**config.mk**
```make
export PLATFORM = sky130hd
export DESIGN_NAME = qvr_regs
export DESIGN_NICKNAME = d
export VERILOG_FILES = /design/src/rtl/qvr_pkg.sv /design/src/rtl/qvr_regs.sv
export SDC_FILE = /design/constraint.sdc
export NUM_CORES = 1
export LEC_CHECK = 0
export ABC_AREA = 1
export ABC_CLOCK_PERIOD_IN_PS = 850
export BUFFER_PORTS_ARGS = -buffer_cell sky130_fd_sc_hd__buf_2
export CORE_MARGIN = 5
export CORE_UTILIZATION = 45
export CTS_BUF_LIST = sky130_fd_sc_hd__clkbuf_2
export CTS_CLUSTER_DIAMETER = 150
export DETAILED_ROUTE_END_ITERATION = 10
export GPL_ROUTABILITY_DRIVEN = 0
export HOLD_SLACK_MARGIN = 0.03
export PLACE_DENSITY = 0.79
export SLEW_MARGIN = 30
export SYNTH_ARGS = -nofsm -noshare
export SYNTH_HDL_FRONTEND = slang
export SYNTH_SLANG_ARGS = --single-unit
```
**constraint.sdc**
```tcl
create_clock -name clk -period 0.85 [get_ports clk]
set_clock_uncertainty 0.15 [all_clocks]
set_input_delay 0.2125 -clock clk [delete_from_list [all_inputs] [get_ports clk]]
set_output_delay 0.2125 -clock clk [all_outputs]
set_load 0.02 [all_outputs]
```
**src/rtl/qvr_pkg.sv**
```systemverilog
// Types and constants for the quaternion vector rotation pipeline.
package qvr_pkg;

	localparam int COORD_W    = 16;
	localparam int QUAT_W     = 16;
	localparam int QUAT_FRAC  = 14;
	localparam int OUT_SHIFT  = 2 * QUAT_FRAC;
	localparam int PROD1_W    = COORD_W + QUAT_W;
	localparam int P_W        = PROD1_W + 2;
	localparam int PROD2_W    = P_W + QUAT_W;
	localparam int ACC_W      = PROD2_W + 2;
	localparam int PIPE_LAT   = 5;

	localparam logic signed [COORD_W-1:0] COORD_MAX = {1'b0, {(COORD_W-1){1'b1}}};
	localparam logic signed [COORD_W-1:0] COORD_MIN = {1'b1, {(COORD_W-1){1'b0}}};

	localparam logic signed [QUAT_W-1:0] QUAT_ONE = QUAT_W'(1 << QUAT_FRAC);

	typedef enum logic [1:0] {
		REG_QUAT_W = 2'd0,
		REG_QUAT_X = 2'd1,
		REG_QUAT_Y = 2'd2,
		REG_QUAT_Z = 2'd3
	} cfg_idx_t;

	typedef struct packed {
		logic signed [QUAT_W-1:0] w;
		logic signed [QUAT_W-1:0] x;
		logic signed [QUAT_W-1:0] y;
		logic signed [QUAT_W-1:0] z;
	} quat_t;

	typedef struct packed {
		logic signed [COORD_W-1:0] vec_x;
		logic signed [COORD_W-1:0] vec_y;
		logic signed [COORD_W-1:0] vec_z;
	} vec_in_t;

	typedef struct packed {
		logic signed [COORD_W-1:0] rot_x;
		logic signed [COORD_W-1:0] rot_y;
		logic signed [COORD_W-1:0] rot_z;
		logic                      clipped;
	} rot_out_t;

	// q * (0, v), full precision
	typedef struct packed {
		logic signed [P_W-1:0] pw;
		logic signed [P_W-1:0] px;
		logic signed [P_W-1:0] py;
		logic signed [P_W-1:0] pz;
	} pquat_t;

	// Unshifted vector part of p * conj(q)
	typedef struct packed {
		logic signed [ACC_W-1:0] ax;
		logic signed [ACC_W-1:0] ay;
		logic signed [ACC_W-1:0] az;
	} acc_vec_t;

endpackage

```
**src/rtl/qvr_regs.sv**
```systemverilog
// Quaternion configuration registers.
module qvr_regs (
	input  logic                        clk,
	input  logic                        arst_n,
	input  logic                        cfg_we,
	input  logic [1:0]                  cfg_idx,
	input  logic [qvr_pkg::QUAT_W-1:0]  cfg_wdata,
	output qvr_pkg::quat_t              quat
);
	import qvr_pkg::*;

	quat_t quat_q;

	always_ff @(posedge clk or negedge arst_n) begin
		if (!arst_n) begin
			quat_q.w <= QUAT_ONE;
			quat_q.x <= '0;
			quat_q.y <= '0;
			quat_q.z <= '0;
		end else if (cfg_we) begin
			case (cfg_idx_t'(cfg_idx))
				REG_QUAT_W: quat_q.w <= cfg_wdata;
				REG_QUAT_X: quat_q.x <= cfg_wdata;
				REG_QUAT_Y: quat_q.y <= cfg_wdata;
				REG_QUAT_Z: quat_q.z <= cfg_wdata;
				default: quat_q <= quat_q;
			endcase
		end
	end

	assign quat = quat_q;
endmodule

```
Word-level counts from Yosys, hierarchy flattened
Cells that the tools add are included.

Word-level logic and storage cells: 12. Input bits: 21. Register bits after elaboration: 64.

Equal/unequal tests: 3. Reductions and logical operators: 5.

Operators with widths (count): 2-bit AND reduction (4); 2-bit == test (second input constant) (2); 2-bit by 1-bit == test with 1-bit output (second input constant) (1); 2-bit logical NOT (1).

Depth between registers and ports, before layout
Depth after elaboration: 2. Mapped depth: 6. Depth with buffers taken out: 4.

Least setup slack after synthesis
Ideal clock, no wire load.

Path type: input-to-reg. From: input port cfg_idx[1]. To: register quat_q (netlist bit quat[48]). Arrival time: 1.001 ns. Required time: 0.583 ns. Path slack: -0.418 ns. Path buffers: 2. Stages: 6. Path through: buf_2 nor2_2 nand2_2 buf_2 nand2_1 nand2_1.

Word-level cells in the longest chain between the ends: 2.

Ends and longest elaborated chain: start, declared (RTL line qvr_regs.sv:6) `input logic [1:0] cfg_idx,`; 2-bit logical NOT (RTL line qvr_regs.sv:21) `case (cfg_idx_t'(cfg_idx))`; 2-bit AND reduction (no source line); end signal, assigned (RTL line qvr_regs.sv:26) `default: quat_q <= quat_q;`; end, declared (RTL line qvr_regs.sv:12) `quat_t quat_q;`.

Every way passes these cells. A chain may end at the register's enable or synchronous reset.

Final worst setup path
From: register quat_q (netlist bit quat[62]). To: output port quat[62] (netlist name).

RTL lines: end, declared (RTL line qvr_regs.sv:8) `output qvr_pkg::quat_t quat`.

No word-level cell between the ends.

==> results.txt <==
* Number of pins with negative max-slew slack in the final report: 0
* Half-perimeter wire length after placement: roughly 5200 µm
- Counting flops and latches in the post-synthesis netlist gives 64.
- Boundary pin count: 85
- The worst setup path is captured at an output pin.
- The first global-routing pass estimated 14350 µm of wire.
* Max-slew headroom: 0.7290
- Of the total synthesized cell area, the portion taken by AND, OR, NAND and NOR gates is 0.3439.
- Max-cap viol count: 0
* Adder-cell area share of the yosys netlist: 0
- Final Hold Violating Endpoints: 5
* Failing checks: hold timing, setup timing
* Max H-tree Level: 3
- The pre-antenna-repair detailed-routing pass consisted of 5 iterations.
- The share of the synthesized area in compound gates (AO/OA/AOI/OAI) is 0.
- Setup TNS: -39.81 ns
- Static power due to leakage: 2.289 nW
- Synthesized instance count: 285
- Floorplan core area: between 5000 and 6000 µm²
- For the pin with the worst max-slew slack, the measured transition is roughly 0.4 ns.
- Timing analysis after detailed placement gives a worst setup slack of -0.3943 ns.
- The final layout contains routed wiring with a total length of roughly 9600 µm.
- Overflow left after global routing: 0
- Delay of the slowest critical-path stage: 0.60 ns
- Worst setup path class: flop to output pin
- Area occupied by registers: around 1600 µm²
* Fraction of final layout cells sized beyond drive strength 1: 0.4612
- Family of cells with the greatest summed delay on the critical path: flip-flops
- Highest net fanout along the worst path: 2
- Endpoints failing setup: 102
- Final hold analysis gives a worst-case slack of -0.03102 ns.
- Average routed wire per standard cell: 18.77 µm
- Mux cell area share after synthesis: 0
- Top cell type by total area after synthesis: dfrtp_1
- Final Instance Area: 4382 µm²
* IO buf count: 84
- For this design the ratio of total power to cell area is 2030 nW/µm².
* Area fraction of the dominant cell type after synthesis: 0.6034
* Clock transition at the registers of the reported paths: approximately 0.20 ns
- FILL cells: about 330
- Clk_lat worst skew: 0.49 ns
- The slowest stage of the critical path is the dfstp_2 cell.
- Layout area overhead: 67.72%
- The path class of the tightest hold or removal check is primary input to flop.
- Static timing analysis puts the maximum clock frequency at 0.6316 GHz.
- Counting I/O delays and the setup requirement, the final critical path takes about 1.6 ns.
- Peak supply drop: 1.359 mV
- Parity-gate share of the synthesized area counting xor and xnor cells: 0
- Period Utilization, post-route: 1.863
- For this configuration, the core starts out at a cell density of 0.4687.
* Setup repair after global routing missed its margin: true
* Die Width: between 80 and 90 µm
* Total power consumption of the routed design: 8.896 mW
- Root Buffer: clkbuf_2
- Dividing the detail-routed via count by the number of cells gives 5.530.
* Maximum clock path buffer count: 2
- Worst setup margin: -0.7332 ns
- The netlist uses 13 different library cells.
- Number of violations reported at the end of detailed-routing iteration 0: 235
- Placed cell areas: 3264 µm²
* Ordered list of cells on the worst path: buf_6
- TritonCTS built the clock tree.
* Result of the run: finished, violations left
* Avg Synthesized Cell Area: 9.167 µm²
* GRT Util Overall: 0.2515
- Once detail routing completed, the nets flagged for antenna violations numbered 0.
- Cell depth of the worst min-delay path: 3
* Largest family of logic cells by synthesized area: simple AND/OR/NAND/NOR gates
* Initial antenna violation count: 1
* Stages on worst setup path: 1
- Total die area: between 7000 and 8000 µm²
- Arrival time at the worst endpoint: between 1 and 1.5 ns
- Total nets after synthesis: between 300 and 400
* Inserted Clock Buffers: 9
- Commonest cells after routing, fill and taps aside: 94 x buf_6, 89 x nand2_1, 63 x dfrtp_1, 48 x nand4_1, 38 x nand2_2
- Layout net count: 454
- Leading cell type in the layout, fill and taps excluded: buf_6
- The die is 86.20 µm tall.
- Number of buffer and inverter instances along the worst setup path: 1
- Synth Warn #: 0
- The via count of the first global-routing pass came to 2818.
- After clock tree synthesis, the flow added hold-fix buffers numbering 17.
* Cell depth of the worst flop-to-flop path: 4
- Flip-flop count of the largest register, all copies and words added: 64
- Data required time of the critical path: 0.49 ns
- For this run, the register share of the synthesized area comes to 0.6135.
- The worst setup path is launched from a flop.
- Number of cell rows: 27
- Entering global routing, the biggest net connects 41 pins.
- Area of the multi-input gates: 1023 µm²
* Total number of clock tree sinks: 64
- The final route contains roughly 2.8k vias.
* Cell Area, Synth: between 2000 and 3000 µm²
- By area the synthesized netlist is led by dfrtp_1 60%, nand2_1 18%, nand4_1 11%.
* Number of remaining DRC errors: 0
-- layer usage --
layer | track usage | part of all wire | vias up
met3 | 0.06084 | 0.086 | 48
met2 | 0.4057 | 0.49 | 183
met1 | 0.3066 | 0.38 | 1340
met4 | 0.1487 | 0.052 | 0
li1 | - | - | 1255
met5 | 0 | 0 | -
-- cells in the mapped netlist, drive strengths merged --
| cell | instances |
|---|---|
| nand3 | 19 |
| nor2 | 1 |
| nand2 | 129 |
| nand4 | 48 |
| clkinv | 2 |
| clkbuf | 7 |
| buf | 15 |
| dfrtp | 63 |
| dfstp | 1 |
-- power by group --
group	total [mW]	switching (mW)	leakage, nW	internal, mW
logic	3.48	1.67	1.43	1.82
registers	3.97	0.439	0.797	3.53
clock network	1.44	1.09	0.0580	0.355
total	8.90	3.19	2.29	5.70
-- worst register-to-register path: stages, from the launching register on --
cell and delay [ns]:
dfrtp_1 0.47, buf_4 0.15, buf_4 0.12, nand2_2 0.06, nand2_1 0.09
-- layout make-up --
class | instances | area share
diodes | 1 | 0.0005711
clock buffers | 10 | 0.01142
clock inverters | 6 | 0.005997
inverters | 2 | 0.002284
multi-input cells | 197 | 0.2336
flip-flops and latches | 64 | 0.3658
well taps | 72 | 0.02056
repair buffers | 159 | 0.3598
-- final timing paths --
path                                  from  endpoint  slack (ns)
min in group asynchronous           arst_n  quat[63]        0.06
max in group asynchronous           arst_n  quat[21]        0.22
worst min-delay path            cfg_idx[1]  quat[17]       -0.03
worst max register to register    quat[48]  quat[48]       -0.28
worst min register to register    quat[62]  quat[62]        0.35
worst max-delay path              quat[62]  quat[62]       -0.73
-- cells by family after synthesis --
logic type	after synthesis
and+or+nand+nor	197
DFF	64
buffers and inverters	24
-- repair_timing --
item / CTS / global route
endpoints found under the setup margin: 71 / 98
endpoints found under the hold margin: 128 / 6
resized for setup: 135 / 64
setup buffers: 23 / 21
pin swaps: 1 / 22
-- per-stage QoR --
step,util,cells
2_1_floorplan,-,285
3_3_place_gp,0.5856,444
3_5_place_dp,0.5856,444
4_1_cts,0.7333,498
5_1_grt,0.7861,511
6_report,0.7861,511
Note: power is estimated with default switching activity, not from simulation.
