File: src/rtl/qvr_pkg.sv
// Types and constants for the quaternion vector rotation pipeline.
package qvr_pkg;

	localparam int COORD_W    = 16;
	localparam int QUAT_W     = 16;
	localparam int QUAT_FRAC  = 14;
	localparam int OUT_SHIFT  = 2 * QUAT_FRAC;
	localparam int PROD1_W    = COORD_W + QUAT_W;
	localparam int P_W        = PROD1_W + 2;
	localparam int PROD2_W    = P_W + QUAT_W;
	localparam int ACC_W      = PROD2_W + 2;
	localparam int PIPE_LAT   = 5;

	localparam logic signed [COORD_W-1:0] COORD_MAX = {1'b0, {(COORD_W-1){1'b1}}};
	localparam logic signed [COORD_W-1:0] COORD_MIN = {1'b1, {(COORD_W-1){1'b0}}};

	localparam logic signed [QUAT_W-1:0] QUAT_ONE = QUAT_W'(1 << QUAT_FRAC);

	typedef enum logic [1:0] {
		REG_QUAT_W = 2'd0,
		REG_QUAT_X = 2'd1,
		REG_QUAT_Y = 2'd2,
		REG_QUAT_Z = 2'd3
	} cfg_idx_t;

	typedef struct packed {
		logic signed [QUAT_W-1:0] w;
		logic signed [QUAT_W-1:0] x;
		logic signed [QUAT_W-1:0] y;
		logic signed [QUAT_W-1:0] z;
	} quat_t;

	typedef struct packed {
		logic signed [COORD_W-1:0] vec_x;
		logic signed [COORD_W-1:0] vec_y;
		logic signed [COORD_W-1:0] vec_z;
	} vec_in_t;

	typedef struct packed {
		logic signed [COORD_W-1:0] rot_x;
		logic signed [COORD_W-1:0] rot_y;
		logic signed [COORD_W-1:0] rot_z;
		logic                      clipped;
	} rot_out_t;

	// q * (0, v), full precision
	typedef struct packed {
		logic signed [P_W-1:0] pw;
		logic signed [P_W-1:0] px;
		logic signed [P_W-1:0] py;
		logic signed [P_W-1:0] pz;
	} pquat_t;

	// Unshifted vector part of p * conj(q)
	typedef struct packed {
		logic signed [ACC_W-1:0] ax;
		logic signed [ACC_W-1:0] ay;
		logic signed [ACC_W-1:0] az;
	} acc_vec_t;

endpackage

File: src/rtl/qvr_sat.sv
// Output stage: drop the fraction bits, saturate, flag clipping.
module qvr_sat (
	input  logic              clk,
	input  logic              arst_n,
	input  logic              in_vld,
	input  qvr_pkg::acc_vec_t acc,
	output logic              out_vld,
	output qvr_pkg::rot_out_t rot
);
	import qvr_pkg::*;

	localparam int TOP = OUT_SHIFT + COORD_W - 1;

	logic                      vld_s5;
	rot_out_t                  rot_s5;
	logic signed [COORD_W-1:0] sx, sy, sz;
	logic                      cx, cy, cz;

	function automatic logic ovf(input logic signed [ACC_W-1:0] a);
		// out of range unless all bits above the result agree with its sign
		ovf = !((&a[ACC_W-1:TOP]) || !(|a[ACC_W-1:TOP]));
	endfunction

	function automatic logic signed [COORD_W-1:0] clampv(input logic signed [ACC_W-1:0] a);
		if (ovf(a)) begin
			clampv = a[ACC_W-1] ? COORD_MIN : COORD_MAX;
		end else begin
			clampv = a[TOP:OUT_SHIFT];
		end
	endfunction

	always_comb begin
		sx = clampv(acc.ax);
		sy = clampv(acc.ay);
		sz = clampv(acc.az);
		cx = ovf(acc.ax);
		cy = ovf(acc.ay);
		cz = ovf(acc.az);
	end

	always_ff @(posedge clk) begin
		rot_s5.rot_x   <= sx;
		rot_s5.rot_y   <= sy;
		rot_s5.rot_z   <= sz;
		rot_s5.clipped <= cx | cy | cz;
	end

	always_ff @(posedge clk or negedge arst_n) begin
		if (!arst_n) begin
			vld_s5 <= 1'b0;
		end else begin
			vld_s5 <= in_vld;
		end
	end

	assign out_vld = vld_s5;
	assign rot     = rot_s5;
endmodule

File: config.mk
export PLATFORM = sky130hd
export DESIGN_NAME = qvr_sat
export DESIGN_NICKNAME = d
export VERILOG_FILES = /design/src/rtl/qvr_pkg.sv /design/src/rtl/qvr_sat.sv
export SDC_FILE = /design/constraint.sdc
export NUM_CORES = 1
export LEC_CHECK = 0
export BUFFER_PORTS_ARGS = -buffer_cell sky130_fd_sc_hd__buf_4
export CAP_MARGIN = 30
export CELL_PAD_IN_SITES_DETAIL_PLACEMENT = 1
export CELL_PAD_IN_SITES_GLOBAL_PLACEMENT = 2
export CORE_UTILIZATION = 16
export CTS_CLUSTER_SIZE = 24
export DETAILED_ROUTE_END_ITERATION = 10
export PLACE_DENSITY_LB_ADDON = 0.05
export SLEW_MARGIN = 10
export SYNTH_ARGS = -nofsm -noshare
export SYNTH_HDL_FRONTEND = slang
export SYNTH_SLANG_ARGS = --single-unit
File: constraint.sdc
create_clock -name clk -period 0.8 [get_ports clk]
set_input_delay 0.04 -clock clk [delete_from_list [all_inputs] [get_ports clk]]
set_output_delay 0.04 -clock clk [all_outputs]
set_load 0.02 [all_outputs]
* Word-level counts from Yosys, hierarchy flattened *
Cells that the tools add are included.

operators by class
  multiplexer cells = 6
  bitwise operators = 2
  reduce and logical (&&, ||, !) cells = 15

operators with widths
  operator            count
  $mux W16            6
  $reduce_and A9 Y1   3
  $reduce_or A9 Y1    3
  $logic_not A1 Y1    6
  $logic_or A1 B1 Y1  3
  $or A1 B1 Y1        2

storage, ports and cells
  flip-flop bits (word level) = 50
  bits of input ports = 159
  word-level logic and storage cells = 28

* Logic depth before layout (Yosys ltp) *
  word-level depth = 6
  gate-level depth with buffers = 6

* Worst setup path before layout *
No wires, ideal clock.

  kind = input -> register
  start = input acc[151] (netlist name)
  end = register rot_s5 (netlist bit rot[36])
  arrival = 0.860 ns
  data required time = 0.686 ns
  slack = -0.174 ns
  cell stages on the path = 5
  path through = nor4_1 nand3_1 nor3b_2 buf_6 a21o_1

between the ends
  longest elaborated chain between the ends = 4
  elaborated cells on any way between the ends = 5

RTL lines
  what                    RTL line       text
  from (decl)             qvr_sat.sv:6   input qvr_pkg::acc_vec_t acc,
  $reduce_or A9 Y1        qvr_sat.sv:21  ovf = !((&a[ACC_W-1:TOP]) || !(|a[ACC_W-1:TOP]));
  $logic_not A1 Y1        qvr_sat.sv:21
  $logic_or A1 B1 Y1 (*)  qvr_sat.sv:21
  $mux W16 (*)            qvr_sat.sv:25  if (ovf(a)) begin
  named net sx[3]         qvr_sat.sv:16  logic signed [COORD_W-1:0] sx, sy, sz;
  to (decl)               qvr_sat.sv:15  rot_out_t rot_s5;

Mark *: on every way through the listed nets, which the timed path passes. The rest lies on a longest branch.

* Worst setup path in the final report *
  start = register vld_s5 (netlist: out_vld)
  end = output out_vld

RTL lines
  what                    RTL line       text
  from (decl)             qvr_sat.sv:14  logic vld_s5;
  from (signal assigned)  qvr_sat.sv:52  vld_s5 <= in_vld;
  to (decl)               qvr_sat.sv:7   output logic out_vld,

No word-level cell between the ends.

==> results.json <==
{
  "path_clk_slew_ns": 0.10,
  "maxSlewHeadroom_pct": 79.2,
  "ioPinCount": 209,
  "ctsLongestPathBuffers": 2,
  "clock-sinks": 50,
  "synth_common_cells": "49 x dfxtp_1, 40 x a21o_1, 5 x a21o_2, 5 x nand4_1, 5 x nor4_1",
  "power-per-cell-area_nw_per_um2": 1610,
  "antenna_found_initial": 0,
  "fin_cells": 443,
  "die_area_um2": 10200,
  "grt_pass1_wl_mm": 8.71,
  "grt_pass1_vias": 1799,
  "yosysWarnings": 0,
  "use_met1_pct": 12.0,
  "antenna_left": 0,
  "whs_ns": 0.0334,
  "clock.fmax_ghz": 1.17,
  "syn2layout_area_growth_pct": 135,
  "nFillCells": 1058,
  "slew_viol_final": 0,
  "postSynthCellCount": 129,
  "synth_top_cell_by_area": "dfxtp_1",
  "h-tree-depth": 2,
  "rsz0062_at_grt": "true",
  "critical_path.max_stage_delay_ns": 0.39,
  "status": "complete, but fails checks",
  "min_period_ns": 0.858,
  "use_met2_pct": 21.2,
  "drt_pass1_iterations": 3,
  "wl_per_cell_um": 13.0,
  "p_leak_nw": 1.75,
  "startpoint_type": "flop",
  "synth_edf_count": 0,
  "hpwl_mm": 3.95,
  "grt_use_met3_pct": 3.74,
  "drt_iter0_markers": 16,
  "worstPathArrival_ns": 0.82,
  "routabilityCongestion": 0.697,
  "crit_fanout": 1,
  "crit_family": "flip-flops",
  "syn_area_um2": 1560,
  "syn-num-nets": 288,
  "maxCapViolCount": 0,
  "min_period_over_period_pct": 107,
  "finalSetupTns_ns": -0.181,
  "grt_use_total_pct": 11.3,
  "viasPerCell": 3.78,
  "die_y_um": 101,
  "synth_area_leaders": "dfxtp_1 63%, a21o_1 19%, a21o_2 2.8%",
  "synth-seq-cells": 50,
  "finalWorstSetupSlack_ns": -0.0581,
  "synth_flop_cell": "dfxtp_1",
  "n_antenna_cell": 0,
  "busiest_layer": "met2",
  "yosysMostFrequentCell": "dfxtp_1",
  "grt_remaining_overflow": 0,
  "nNetsFinal": 472,
  "syn_avg_cell_area_um2": 12.1,
  "drive_gt1_share_pct": 66.6,
  "critical_path.slowest_cell": "dfrtp_1",
  "worstPathRequired_ns": 0.76,
  "wl_mm": 5.75,
  "yosys.area.top_type_share_pct": 62.7,
  "drc": 0,
  "grt_max_degree": 17,
  "synthArstFlopShare_pct": 2.00,
  "hold_violations": 0,
  "vias": 1676,
  "core_area_um2": 9370,
  "path_class": "flop to primary output",
  "cp-end-kind": "primary output",
  "worstSetupPathDepth": 1,
  "clockRootBuffer": "clkbuf_8",
  "numCtsBuffers": 5,
  "violations": "setup timing",
  "place_inst": 384,
  "synth_cell_types": 20,
  "cp.buffers_inverters": 1,
  "finalPower_mw": 5.94,
  "synth_seq_area_share_pct": 64.3,
  "die_w_um": 101,
  "setup_viol": 12,
  "worstHoldPathType": "input port to async pin",
  "cts_tree": "done",
  "initial_core_util_pct": 16.7,
  "rows": 35,
  "vdd_drop_max_mv": 0.939,
  "worstMarginPinSlew_ns": 0.311,
  "io_buffers": 124,
  "dp_slack_ns": -0.315,
  "cp_cell_sequence": "buf_6"
}
path summary, 6_finish.rpt:
path                       slack (ns)       to    start
max                             -0.06  out_vld  out_vld
min in group clk                 0.08   rot[4]  acc[51]
min                              0.03  out_vld   arst_n
max in group asynchronous        0.69  out_vld   arst_n
cell type report:
class	count	area (um^2)	share of cell area (%)
Timing Repair Buffer	187	1750	47.5
Sequential cell	50	1070	29.0
Multi-Input combinational cell	69	591	16.0
Tap cell	129	161	4.38
Clock buffer	5	68.8	1.87
Clock inverter	3	43.8	1.19
metal layers:
metal | vias up | part of all wire (%)
met5 | - | 0
met1 | 777 | 39
met2 | 71 | 51
li1 | 822 | -
met4 | 0 | 1.1
met3 | 6 | 8.3
metrics by stage:
stage / util [%] / area, um^2
3_5_place_dp: 29.6 / 2780
5_1_grt: 39.3 / 3680
4_1_cts: 38.8 / 3640
3_3_place_gp: 29.6 / 2780
6_report: 39.3 / 3680
2_1_floorplan: - / 1660
registers in the layout, indices dropped and copies added, names as in the netlist:
| name | cells |
|---|---|
| out_vld | 1 |
| rot | 49 |
placed cells by master, fill, tap and decap left out:
cell type	netlist	final
a21o_1	40	40
a21o_2	5	5
a21oi_2	0	1
a21oi_4	0	1
buf_12	0	2
buf_4	0	83
buf_6	3	52
bufinv_16	0	1
clkbuf_8	0	5
clkinv_2	0	1
dfrtp_1	1	1
dfxtp_2	0	49
dlygate4sd3_1	0	50
inv_6	0	1
nand2_1	1	1
nand2b_1	1	1
nand3_1	2	2
nand4_1	5	5
nand4b_1	1	1
nor2_1	1	1
nor2b_1	1	1
nor3_1	1	1
nor3_4	0	1
nor3b_4	0	1
nor4_2	0	1
nor4_4	0	4
o21ai_1	2	1
o21ai_2	0	1
where the power goes:
group	internal, mW	switching (mW)	total [mW]	leakage (nW)
registers	2.67	0.0713	2.75	0.420
clock network	0.939	0.898	1.84	0.0585
logic	0.827	0.524	1.35	1.27
kinds of logic (layout without fill, tap and decap cells):
| logic type | Yosys count | after routing | share of synthesized area, % |
|---|---|---|---|
| flip-flops | 50 | 50 | 64.3 |
| AO/OA/AOI/OAI | 49 | 49 | 23.3 |
| AND/OR/NAND/NOR | 20 | 20 | 8.24 |
| buffers and inverters | 10 | 195 | 4.16 |
what timing repair did:
action                                  in CTS  in global routing
pin swaps                                    0                  3
gates resized for setup                     99                  4
endpoints found under the setup margin      50                 72
cloned                                       0                  0
endpoints found under the hold margin       50                  0
hold buffers                                50                  0
setup buffers                                0                  1
Power figures use the tool's default switching activity.
